<file path="src/rtl/dfp_pkg.sv">
package dfp_pkg;

  localparam int unsigned MAX_FRACTION_DIGITS = 9;

  typedef struct packed {
    logic [7:0] character;
    logic       end_of_text;
  } in_t;

  typedef struct packed {
    logic        valid_res;
    logic [63:0] frequency_hz;
  } out_t;

  typedef enum logic [2:0] {
    PH_FIRST,
    PH_WHOLE,
    PH_FRAC,
    PH_SPACE,
    PH_HZ,
    PH_KHZ,
    PH_MHZ,
    PH_GHZ
  } phase_t;

  typedef enum logic [1:0] {
    ST_CHAR,
    ST_SCALE,
    ST_SUM
  } state_t;

  typedef struct packed {
    logic take_char;
    logic start;
    logic step;
    logic finish;
  } cmd_t;

  typedef struct packed {
    logic scale_done;
    logic out_free;
  } status_t;

  // 2^35 / 10 rounded up; exact divide by ten for 32-bit operands
  localparam logic [31:0] DIV10_RECIP = 32'hCCCC_CCCD;
  localparam int unsigned DIV10_SHIFT = 35;

endpackage

</file>
<file path="src/rtl/dfp_ctrl.sv">
module dfp_ctrl (
  input  logic             clk,
  input  logic             rst_n,
  input  logic             in_valid,
  input  logic             in_end,
  output logic             in_ready,
  input  dfp_pkg::status_t status,
  output dfp_pkg::cmd_t    cmd
);

  dfp_pkg::state_t state_r, state_nxt;

  always_ff @(posedge clk) begin
    if (!rst_n) begin
      state_r <= dfp_pkg::ST_CHAR;
    end else begin
      state_r <= state_nxt;
    end
  end

  always_comb begin
    state_nxt = state_r;
    cmd       = '0;
    in_ready  = 1'b0;
    case (state_r)
      dfp_pkg::ST_CHAR: begin
        in_ready = 1'b1;
        if (in_valid) begin
          if (in_end) begin
            cmd.start = 1'b1;
            state_nxt = dfp_pkg::ST_SCALE;
          end else begin
            cmd.take_char = 1'b1;
          end
        end
      end
      dfp_pkg::ST_SCALE: begin
        cmd.step = 1'b1;
        if (status.scale_done) state_nxt = dfp_pkg::ST_SUM;
      end
      dfp_pkg::ST_SUM: begin
        if (status.out_free) begin
          cmd.finish = 1'b1;
          state_nxt  = dfp_pkg::ST_CHAR;
        end
      end
      default: state_nxt = dfp_pkg::ST_CHAR;
    endcase
  end

endmodule

</file>
<file path="src/rtl/dfp_datapath.sv">
module dfp_datapath (
  input  logic             clk,
  input  logic             rst_n,
  input  dfp_pkg::cmd_t    cmd,
  input  logic [7:0]       character,
  output dfp_pkg::status_t status,
  output logic             out_valid,
  input  logic             out_ready,
  output dfp_pkg::out_t    out_data
);

  // token parse state
  dfp_pkg::phase_t phase_r, phase_nxt;
  logic [63:0] whole_r, whole_nxt;
  logic        whole_ovf_r, whole_ovf_nxt;
  logic [29:0] frac_r, frac_nxt;
  logic [3:0]  frac_cnt_r, frac_cnt_nxt;
  logic [1:0]  sfx_r, sfx_nxt;
  logic        err_r, err_nxt;

  // scaling state
  logic [63:0] hi_r;
  logic        hi_ovf_r;
  logic [3:0]  hi_cnt_r;
  logic [63:0] lo_r;
  logic [3:0]  lo_cnt_r;
  logic        lo_mul_r;
  logic        ok_r;

  logic        out_valid_r;
  dfp_pkg::out_t out_data_r;

  logic        is_digit, is_space;
  logic [3:0]  digit;
  logic [67:0] whole_x10;
  logic        sfx_start_ok;
  dfp_pkg::phase_t sfx_phase;
  logic [3:0]  unit_exp;
  logic        end_ok;
  logic [67:0] hi_x10;
  logic [63:0] lo_x10;
  logic [63:0] lo_prod;
  logic [64:0] sum;
  logic        res_ok;

  assign is_digit = character inside {[8'h30:8'h39]};
  assign is_space = (character == 8'h20) || (character inside {[8'h09:8'h0D]});
  assign digit    = 4'(character - 8'h30);
  assign whole_x10 = {1'b0, whole_r, 3'b000} + {3'b000, whole_r, 1'b0} + {64'd0, digit};

  always_comb begin
    sfx_start_ok = 1'b1;
    sfx_phase    = dfp_pkg::PH_HZ;
    case (character)
      8'h48:   sfx_phase = dfp_pkg::PH_HZ;   // H
      8'h4B:   sfx_phase = dfp_pkg::PH_KHZ;  // K
      8'h4D:   sfx_phase = dfp_pkg::PH_MHZ;  // M
      8'h47:   sfx_phase = dfp_pkg::PH_GHZ;  // G
      default: sfx_start_ok = 1'b0;
    endcase
  end

  always_comb begin
    phase_nxt     = phase_r;
    whole_nxt     = whole_r;
    whole_ovf_nxt = whole_ovf_r;
    frac_nxt      = frac_r;
    frac_cnt_nxt  = frac_cnt_r;
    sfx_nxt       = sfx_r;
    err_nxt       = err_r;
    if (cmd.start) begin
      phase_nxt     = dfp_pkg::PH_FIRST;
      whole_nxt     = '0;
      whole_ovf_nxt = 1'b0;
      frac_nxt      = '0;
      frac_cnt_nxt  = '0;
      sfx_nxt       = '0;
      err_nxt       = 1'b0;
    end else if (cmd.take_char && !err_r) begin
      case (phase_r)
        dfp_pkg::PH_FIRST: begin
          if (is_digit) begin
            whole_nxt = {60'd0, digit};
            phase_nxt = dfp_pkg::PH_WHOLE;
          end else begin
            err_nxt = 1'b1;
          end
        end
        dfp_pkg::PH_WHOLE: begin
          if (is_digit) begin
            if (whole_x10[67:64] != 4'd0) whole_ovf_nxt = 1'b1;
            else whole_nxt = whole_x10[63:0];
          end else if (character == 8'h2E) begin
            phase_nxt = dfp_pkg::PH_FRAC;
          end else if (is_space) begin
            phase_nxt = dfp_pkg::PH_SPACE;
          end else if (sfx_start_ok) begin
            phase_nxt = sfx_phase;
            sfx_nxt   = 2'd1;
          end else begin
            err_nxt = 1'b1;
          end
        end
        dfp_pkg::PH_FRAC: begin
          if (is_digit) begin
            if (frac_cnt_r < 4'(dfp_pkg::MAX_FRACTION_DIGITS)) begin
              frac_nxt = {frac_r[26:0], 3'b000} + {frac_r[28:0], 1'b0} + {26'd0, digit};
              frac_cnt_nxt = frac_cnt_r + 4'd1;
            end
          end else if (is_space) begin
            phase_nxt = dfp_pkg::PH_SPACE;
          end else if (sfx_start_ok) begin
            phase_nxt = sfx_phase;
            sfx_nxt   = 2'd1;
          end else begin
            err_nxt = 1'b1;
          end
        end
        dfp_pkg::PH_SPACE: begin
          if (!is_space) begin
            if (sfx_start_ok) begin
              phase_nxt = sfx_phase;
              sfx_nxt   = 2'd1;
            end else begin
              err_nxt = 1'b1;
            end
          end
        end
        dfp_pkg::PH_HZ: begin
          if (sfx_r == 2'd1 && character == 8'h5A) sfx_nxt = 2'd2;
          else err_nxt = 1'b1;
        end
        default: begin
          // KHZ, MHZ, GHZ: H then Z after the lead letter
          if (sfx_r == 2'd1 && character == 8'h48) sfx_nxt = 2'd2;
          else if (sfx_r == 2'd2 && character == 8'h5A) sfx_nxt = 2'd3;
          else err_nxt = 1'b1;
        end
      endcase
    end
  end

  // unit exponent and suffix completeness at the end beat
  always_comb begin
    unit_exp = 4'd6;
    end_ok   = 1'b1;
    case (phase_r)
      dfp_pkg::PH_FIRST: end_ok = 1'b0;
      dfp_pkg::PH_HZ: begin
        unit_exp = 4'd0;
        end_ok   = (sfx_r == 2'd2);
      end
      dfp_pkg::PH_KHZ: begin
        unit_exp = 4'd3;
        end_ok   = (sfx_r == 2'd3);
      end
      dfp_pkg::PH_MHZ: end_ok = (sfx_r == 2'd3);
      dfp_pkg::PH_GHZ: begin
        unit_exp = 4'd9;
        end_ok   = (sfx_r == 2'd3);
      end
      default: ;
    endcase
  end

  assign hi_x10  = {1'b0, hi_r, 3'b000} + {3'b000, hi_r, 1'b0};
  assign lo_x10  = {lo_r[60:0], 3'b000} + {lo_r[62:0], 1'b0};
  assign lo_prod = lo_r[31:0] * dfp_pkg::DIV10_RECIP;
  assign sum     = {1'b0, hi_r} + {1'b0, lo_r};
  assign res_ok  = ok_r && !hi_ovf_r && !sum[64];

  always_ff @(posedge clk) begin
    if (!rst_n) begin
      phase_r     <= dfp_pkg::PH_FIRST;
      whole_r     <= '0;
      whole_ovf_r <= 1'b0;
      frac_r      <= '0;
      frac_cnt_r  <= '0;
      sfx_r       <= '0;
      err_r       <= 1'b0;
      hi_cnt_r    <= '0;
      lo_cnt_r    <= '0;
      out_valid_r <= 1'b0;
    end else begin
      phase_r     <= phase_nxt;
      whole_r     <= whole_nxt;
      whole_ovf_r <= whole_ovf_nxt;
      frac_r      <= frac_nxt;
      frac_cnt_r  <= frac_cnt_nxt;
      sfx_r       <= sfx_nxt;
      err_r       <= err_nxt;

      if (cmd.start) begin
        hi_cnt_r <= unit_exp;
        if (unit_exp >= frac_cnt_r) begin
          lo_mul_r <= 1'b1;
          lo_cnt_r <= unit_exp - frac_cnt_r;
        end else begin
          lo_mul_r <= 1'b0;
          lo_cnt_r <= frac_cnt_r - unit_exp;
        end
      end else if (cmd.step) begin
        if (hi_cnt_r != 4'd0) hi_cnt_r <= hi_cnt_r - 4'd1;
        if (lo_cnt_r != 4'd0) lo_cnt_r <= lo_cnt_r - 4'd1;
      end

      if (cmd.finish) out_valid_r <= 1'b1;
      else if (out_ready) out_valid_r <= 1'b0;
    end
  end

  // scaling payload
  always_ff @(posedge clk) begin
    if (cmd.start) begin
      hi_r     <= whole_r;
      hi_ovf_r <= 1'b0;
      lo_r     <= {34'd0, frac_r};
      ok_r     <= end_ok && !err_r && !whole_ovf_r;
    end else if (cmd.step) begin
      if (hi_cnt_r != 4'd0) begin
        hi_r <= hi_x10[63:0];
        if (hi_x10[67:64] != 4'd0) hi_ovf_r <= 1'b1;
      end
      if (lo_cnt_r != 4'd0) begin
        // dividing only ever sees the raw fraction, below 2^30
        if (lo_mul_r) lo_r <= lo_x10;
        else lo_r <= {35'd0, lo_prod[63:dfp_pkg::DIV10_SHIFT]};
      end
    end
    if (cmd.finish) begin
      out_data_r.valid_res    <= res_ok;
      out_data_r.frequency_hz <= res_ok ? sum[63:0] : 64'd0;
    end
  end

  assign status.scale_done = (hi_cnt_r == 4'd0) && (lo_cnt_r == 4'd0);
  assign status.out_free   = !out_valid_r || out_ready;
  assign out_valid = out_valid_r;
  assign out_data  = out_data_r;

endmodule

</file>
<file path="src/rtl/decimal_frequency_parser_top.sv">
// Decimal frequency token parser.
// Input channel (in_valid/in_ready/in_data): one beat per character of an
// upper-case token such as "12.5 MHZ", then one beat with end_of_text set.
// Output channel (out_valid/out_ready/out_data): one beat per end beat,
// valid_res and the value in Hz (zero when not valid).
// Character beats are taken one per cycle with no result.
// After an end beat, in_ready drops while the value is scaled by repeated
// multiply/divide by ten, one decimal step at a time: the larger of the unit
// exponent (0/3/6/9) and its distance to the kept fraction digit count, then a
// check that the step counts have run out, then the final sum, which is
// registered on the output.
// The output register holds a finished result while out_ready is low; the
// next token's characters are still accepted meanwhile, and a second end beat
// waits only at the final sum stage until the register is free.
// Reset (rst_n low, synchronous) clears the parse state and drops out_valid.
module decimal_frequency_parser_top (
  input  logic          clk,
  input  logic          rst_n,
  input  logic          in_valid,
  output logic          in_ready,
  input  dfp_pkg::in_t  in_data,
  output logic          out_valid,
  input  logic          out_ready,
  output dfp_pkg::out_t out_data
);

  dfp_pkg::cmd_t    cmd;
  dfp_pkg::status_t status;

  dfp_ctrl u_ctrl (
    .clk      (clk),
    .rst_n    (rst_n),
    .in_valid (in_valid),
    .in_end   (in_data.end_of_text),
    .in_ready (in_ready),
    .status   (status),
    .cmd      (cmd)
  );

  dfp_datapath u_dp (
    .clk       (clk),
    .rst_n     (rst_n),
    .cmd       (cmd),
    .character (in_data.character),
    .status    (status),
    .out_valid (out_valid),
    .out_ready (out_ready),
    .out_data  (out_data)
  );

endmodule

</file>
<file path="config.mk">
export PLATFORM = sky130hd
export DESIGN_NAME = decimal_frequency_parser_top
export DESIGN_NICKNAME = d
export VERILOG_FILES = /design/src/rtl/dfp_pkg.sv /design/src/rtl/dfp_ctrl.sv /design/src/rtl/dfp_datapath.sv /design/src/rtl/decimal_frequency_parser_top.sv
export SDC_FILE = /design/constraint.sdc
export NUM_CORES = 2
export LEC_CHECK = 0
export BUFFER_PORTS_ARGS = -buffer_cell sky130_fd_sc_hd__buf_2
export CORE_MARGIN = 1.5
export CORE_UTILIZATION = 32
export DETAILED_ROUTE_END_ITERATION = 8
export PLACE_DENSITY = 0.57
export RECOVER_POWER = 50
export SYNTH_ARGS = -nofsm -noshare
export SYNTH_HDL_FRONTEND = slang
export SYNTH_SLANG_ARGS = --single-unit
</file>
<file path="constraint.sdc">
create_clock -name clk -period 8.2 [get_ports clk]
set_input_delay 0.41 -clock clk [delete_from_list [all_inputs] [get_ports clk]]
set_output_delay 0.41 -clock clk [all_outputs]
set_load 0.02 [all_outputs]
</file>
Word level (Yosys, flattened, before mapping)
Index checks and enable logic that the tools add are counted.
{ "classes": {"mux": 65, "reduce_logical": 48, "n_eq_ne": 35, "bitwise_logic": 2, "n_lt_le_gt_ge": 6, "add_sub_neg": 13, "mul": 1} }
{ "op_table": {"columns": ["op", "count"], "rows": [
  ["two-way mux 64 bit", 7],
  ["adder 67 x 65 -> 68 bit", 2],
  ["one-hot mux 64 bit (2 select lines)", 1],
  ["two-way mux 30 bit", 3],
  ["adder 68 x 4 -> 68 bit", 1],
  ["adder 64 x 64 -> 65 bit", 1],
  ["adder 64 bit", 1],
  ["multiplier 32 x 32 -> 64 bit, second input constant", 1],
  ["== test 8 x 7 -> 1 bit, second input constant", 5],
  ["adder 30 bit", 1],
  ["adder 30 x 4 -> 30 bit", 1],
  ["two-way mux 2 bit", 14],
  ["two-way mux 4 bit", 7],
  ["inequality test 2 bit, second input constant", 11],
  ["two-way mux 3 bit", 7],
  ["nonzero test 4 bit", 5],
  ["two-way mux 1 bit", 19],
  ["== test 8 x 6 -> 1 bit, second input constant", 2],
  ["== test 3 bit, second input constant", 4],
  ["inequality test 6 bit, second input constant", 2],
  ["one-hot mux 2 bit (3 select lines)", 2],
  ["one-hot mux 3 bit (4 select lines)", 1],
  ["one-hot mux 4 bit (3 select lines)", 1],
  ["AND reduction 4 bit", 3],
  ["other kinds (35)", 68]
]} }
{ "totals": {"wordCells": 189, "out_inout_bits": 67, "regBits": 312, "inputBits": 13} }

Logic depth before layout (Yosys ltp)
{ "depth": {"word_depth": 8, "ltp_mapped": 27, "mapped_depth_nobuf": 27} }

By module
From an unflattened synthesis, not the netlist that was laid out.
{ "hier_totals": {"hier_cells": 5270, "hier_area_um2": 46166.8} }
{ "by_module_without_submodules": {"columns": ["mod", "n_inst", "area_per_inst_um2", "cells_each", "seq_area_each_um2"], "rows": [
  ["dfp_datapath", 1, 46042.9, 5256, 7817.5],
  ["dfp_ctrl", 1, 123.9, 14, 40.0]
]} }

Worst setup path after synthesis
OpenSTA, ideal clock, no wires.
{ "synth_path": {"kind": "reg-to-reg", "start": "reg u_dp.lo_r[1]", "end": "reg u_dp.lo_r[20] (data pin)", "t_arrival_ns": 7.117, "slack_ns": 0.814, "period_less_slack_ns": 7.386, "stages_incl_launch_ff": 25, "setup_ns": 0.269, "n_path_buf": 0, "required_time_ns": 7.931, "cell_sequence": "edfxtp_1 > ha_1 > xor2_1 > ha_1 > or2_2 > fa_1 > fa_1 > fa_1 > fa_1 > fa_1 > inv_1 > fa_1 > inv_1 > ha_1 > and3_1 > and3_1 > and2_1 > and2_1 > a22oi_1 > nand3_1 > o211a_1 > o21a_1 > a311oi_1 > xor2_1 > o21ai_0"} }
{ "synth_via": {"elab_chain_len": 5, "word_cells_on_any_way": 6, "classes_between": "add/sub (1); mul (1); mux (4)"} }
{ "synth_rtl": {"columns": ["item", "line_no", "rtl"], "rows": [
  ["start, declared", "dfp_datapath.sv:25", "logic [63:0] lo_r;"],
  ["start signal, assigned", "dfp_datapath.sv:217", "lo_r <= {34'd0, frac_r};"],
  ["start signal, assigned", "dfp_datapath.sv:226", "if (lo_mul_r) lo_r <= lo_x10;"],
  ["start signal, assigned", "dfp_datapath.sv:227", "else lo_r <= {35'd0, lo_prod[63:dfp_pkg::DIV10_SHIFT]};"],
  ["multiplier 32 x 32 -> 64 bit / adder 64 bit (equally long branches)", "dfp_datapath.sv:168, dfp_datapath.sv:167", null],
  ["two-way mux 64 bit *", "dfp_datapath.sv:226", null],
  ["two-way mux 30 bit *", "dfp_datapath.sv:224", "if (lo_cnt_r != 4'd0) begin"],
  ["two-way mux 30 bit *", "dfp_datapath.sv:219", "end else if (cmd.step) begin"],
  ["two-way mux 30 bit *", "dfp_datapath.sv:214", "if (cmd.start) begin"]
]} }
Mark *: on every way between the ends. The rest lies on a longest branch, timed or not. The select of a mux whose other input is x is not followed.
A chain may end at the register's enable or synchronous reset.

Worst setup path after layout
{ "layout_path": {"start": "reg u_dp.lo_r[12]", "end": "reg u_dp.lo_r[22] (data pin)"} }
Same word-level chain as after synthesis.

==> metrics.txt <==
final-report hold violation count=0; outcome=finished, violations left; largest net degree at the start of global routing=69; vias per cell=5.34; share of cells above drive strength 1=between 4 and 5%; area post-placement=48700 um2; Core ar.=142000 um2; Final ANT Viol Nets=0; Synth cell types=89; fillers=14700; Die Height=381 um; Antenna Cells=0; total gr overflow=0; WL/cell=between 20 and 25 um; Mean Syn Cell Area=8.68 um2; Cells after Synth=between 5000 and 6000; critical path type=flip-flop to flip-flop; FMAX=between 100 and 150 MHz; Worst Setup Start Kind=flip-flop; Seq. cell area=7860 um2; I/O pin count=80; RSZ-0062 raised after global routing=no; TritonRoute pass-1 iters=6; total CTS buffers=42; critical path arrival=8.35 ns; clock-pin slew on the worst setup and hold paths=0.06 ns; CTS sink cnt=312; initial core utilization=32.3%; fin crit share=96.6%; synth warn=0; DR iter-0 viols=between 3000 and 4000; Max-Cap Viols=8; CTS tree=built; async set or reset register ratio after synthesis=0%; initial antenna violation count=4; Die Span X=381 um; setup violators final=0; setup_tns=0 ns; Multi-input gate area=34800 um2; number of global-route vias before repair=38900; Nets=6462; Post-synth EDFFs=161; hold_buf cts=0; Worst Skew=0.0364 ns; gpl congestion=0.991; worst hold path class=input pin to flip-flop; register bit count reported by yosys=between 300 and 400; Area growth syn-to-layout=9.32%; violations in the final reports=max-capacitance violations, max-slew violations; Post-route DRC=0; Slew @ Worst Pin=3.61 ns; Worst slew margin=-140%; clk buf depth=3; sequential fraction of the synthesis area=17.2%; most common cell after layout, fill and taps aside=ha_1; Critical Path Sink Type=flip-flop; worst skew pair latency=0.60 ns; shortest period the worst path allows=7.92 ns; Top FF cell, synth=edfxtp_1; Die ar.=around 150000 um2; row count=138; DPL Wire Length=130 mm; Via Count=38800; most frequent cells in the layout=ha_1 (724), inv_1 (659), a21oi_1 (466); final wirelength=approximately 150 mm; Pins Over Slew Limit=393; Clock Tree Root=clkbuf_16; first-pass GRT wire length=233 mm; CTS H-tree depth=2; critical path required time=slightly below 9 ns; cell area after layout=50000 um2; Synth Cell Area=about 46000 um2; number of port buffers=79; Mapped Nets=6397; GR Util All Layers=20.7%; Critical Path Fanout Max=6
[layout make-up]
class / instances / area share, %
Multi-Input combinational cell: 4126 / 69.6
Sequential cell: 312 / 15.7
Inverter: 660 / 4.96
Tap cell: 1890 / 4.73
Clock buffer: 49 / 2.22
Timing Repair Buffer: 188 / 2.19
Clock inverter: 29 / 0.616
[cells by family (layout without fill, tap and decap cells)]
| family | after synthesis | count (layout) | share of synthesized area, % |
|---|---|---|---|
| adder cells (fa/ha/maj) | 1120 | 1120 | 37.1 |
| AO/OA/AOI/OAI | 1409 | 1409 | 19.5 |
| XOR/XNOR | 316 | 316 | 6.05 |
| AND/OR/NAND/NOR | 1271 | 1271 | 13.1 |
| flip-flops | 312 | 312 | 17.2 |
| buffers and inverters | 827 | 926 | 6.84 |
| multiplexers | 10 | 10 | 0.222 |
[timing repair]
action / CTS / global route
endpoints found under the setup margin: 0 / 3
resized for setup: 0 / 1
buffers inserted: 0 / 4
[routing by layer]
layer | share of wire (%) | wire length, um | vias to the layer above | track usage [%]
met1 | 45 | 69000 | 18700 | 28.1
met4 | 3.4 | 5210 | 0 | 6.60
met3 | 7.2 | 11000 | 222 | 4.13
met5 | 0 | 0 | - | 0
li1 | - | - | 18700 | -
met2 | 44 | 67400 | 1147 | 32.8
[through the flow]
stage | utilization, % | hold slack (ns) | worst slack, ns | cells
floorplan | - | 0.432 | 0.814 | 5265
global placement | 34.3 | 0.451 | 0.368 | 7172
detailed placement | 34.3 | 0.465 | 0.305 | 7172
CTS | 35.3 | 0.170 | 0.283 | 7250
global route | 35.3 | 0.197 | 0.00636 | 7254
finish | 35.3 | 0.197 | 0.281 | 7254
[cell usage after synthesis (11+ instances only)]
library cell / count / area (um2)
ha_1: 724 / 9060
inv_1: 659 / 2470
a21oi_1: 466 / 2330
fa_1: 395 / 7910
nand2_1: 394 / 1480
nor2_1: 327 / 1230
o21ai_0: 283 / 1420
a21o_1: 179 / 1340
xnor2_1: 169 / 1480
edfxtp_1: 161 / 4830
dfxtp_1: 151 / 3020
xor2_1: 147 / 1290
clkbuf_1: 141 / 529
nand3_1: 130 / 651
nand4_1: 76 / 475
nor3_1: 76 / 380
o31ai_1: 69 / 518
a31oi_1: 55 / 344
o21a_1: 52 / 390
a211oi_1: 47 / 353
nand2b_1: 44 / 275
and3_1: 42 / 263
nor2b_1: 42 / 263
and2_1: 39 / 244
o21bai_1: 39 / 293
or3_1: 24 / 150
o211ai_1: 23 / 173
buf_2: 20 / 100
nor4_1: 15 / 93.8
a221oi_1: 14 / 123
o211a_1: 14 / 140
o22ai_1: 14 / 87.6
a21boi_0: 13 / 97.6
or2_2: 13 / 81.3
nor3b_1: 11 / 82.6
o221ai_1: 11 / 96.3
[flip-flops by register name, summed over array words and instances, names as in the netlist]
| register | count |
|---|---|
| u_dp.err_r | 1 |
| u_dp.whole_ovf_r | 1 |
| u_dp.out_data | 65 |
| u_dp.ok_r | 1 |
| u_dp.hi_r | 64 |
| u_ctrl.state_r | 2 |
| u_dp.lo_r | 64 |
| u_dp.lo_cnt_r | 4 |
| u_dp.sfx_r | 2 |
| u_dp.whole_r | 64 |
| u_dp.lo_mul_r | 1 |
| u_dp.hi_ovf_r | 1 |
| u_dp.frac_cnt_r | 4 |
| u_dp.out_valid | 1 |
| u_dp.phase_r | 3 |
| u_dp.frac_r | 30 |
| u_dp.hi_cnt_r | 4 |
[worst max-delay path: stages (launching register included)]
cell	delay, ns
edfxtp_1	0.57
ha_1	0.32
inv_1	0.17
fa_1	0.58
fa_1	0.44
fa_1	0.51
inv_1	0.05
fa_1	0.46
fa_1	0.52
fa_1	0.54
inv_1	0.05
fa_1	0.54
inv_1	0.04
ha_1	0.36
and3_1	0.24
nand4_1	0.16
or3b_2	0.47
o31ai_1	0.14
o21ai_0	0.17
buf_4	0.19
nand3_1	0.12
o211a_1	0.25
o21a_1	0.28
a41oi_1	0.16
mux2_2	0.30
nor2_1	0.11
[path summary, 6_finish.rpt]
check | startpoint | end | slack [ns] | cells past startpoint
worst max-delay path | u_dp.lo_r[12] | u_dp.lo_r[22] | 0.28 | 25
worst min register to register | u_dp.whole_ovf_r | u_dp.whole_ovf_r | 0.47 | 1
worst min-delay path | rst_n | u_ctrl.state_r[0] | 0.20 | 2
worst max register to register | u_dp.lo_r[12] | u_dp.lo_r[22] | 0.28 | 25
Power is left out: the tool's default activity adds up to more than one toggle a clock period on the data nets, which glitch-free logic cannot reach.
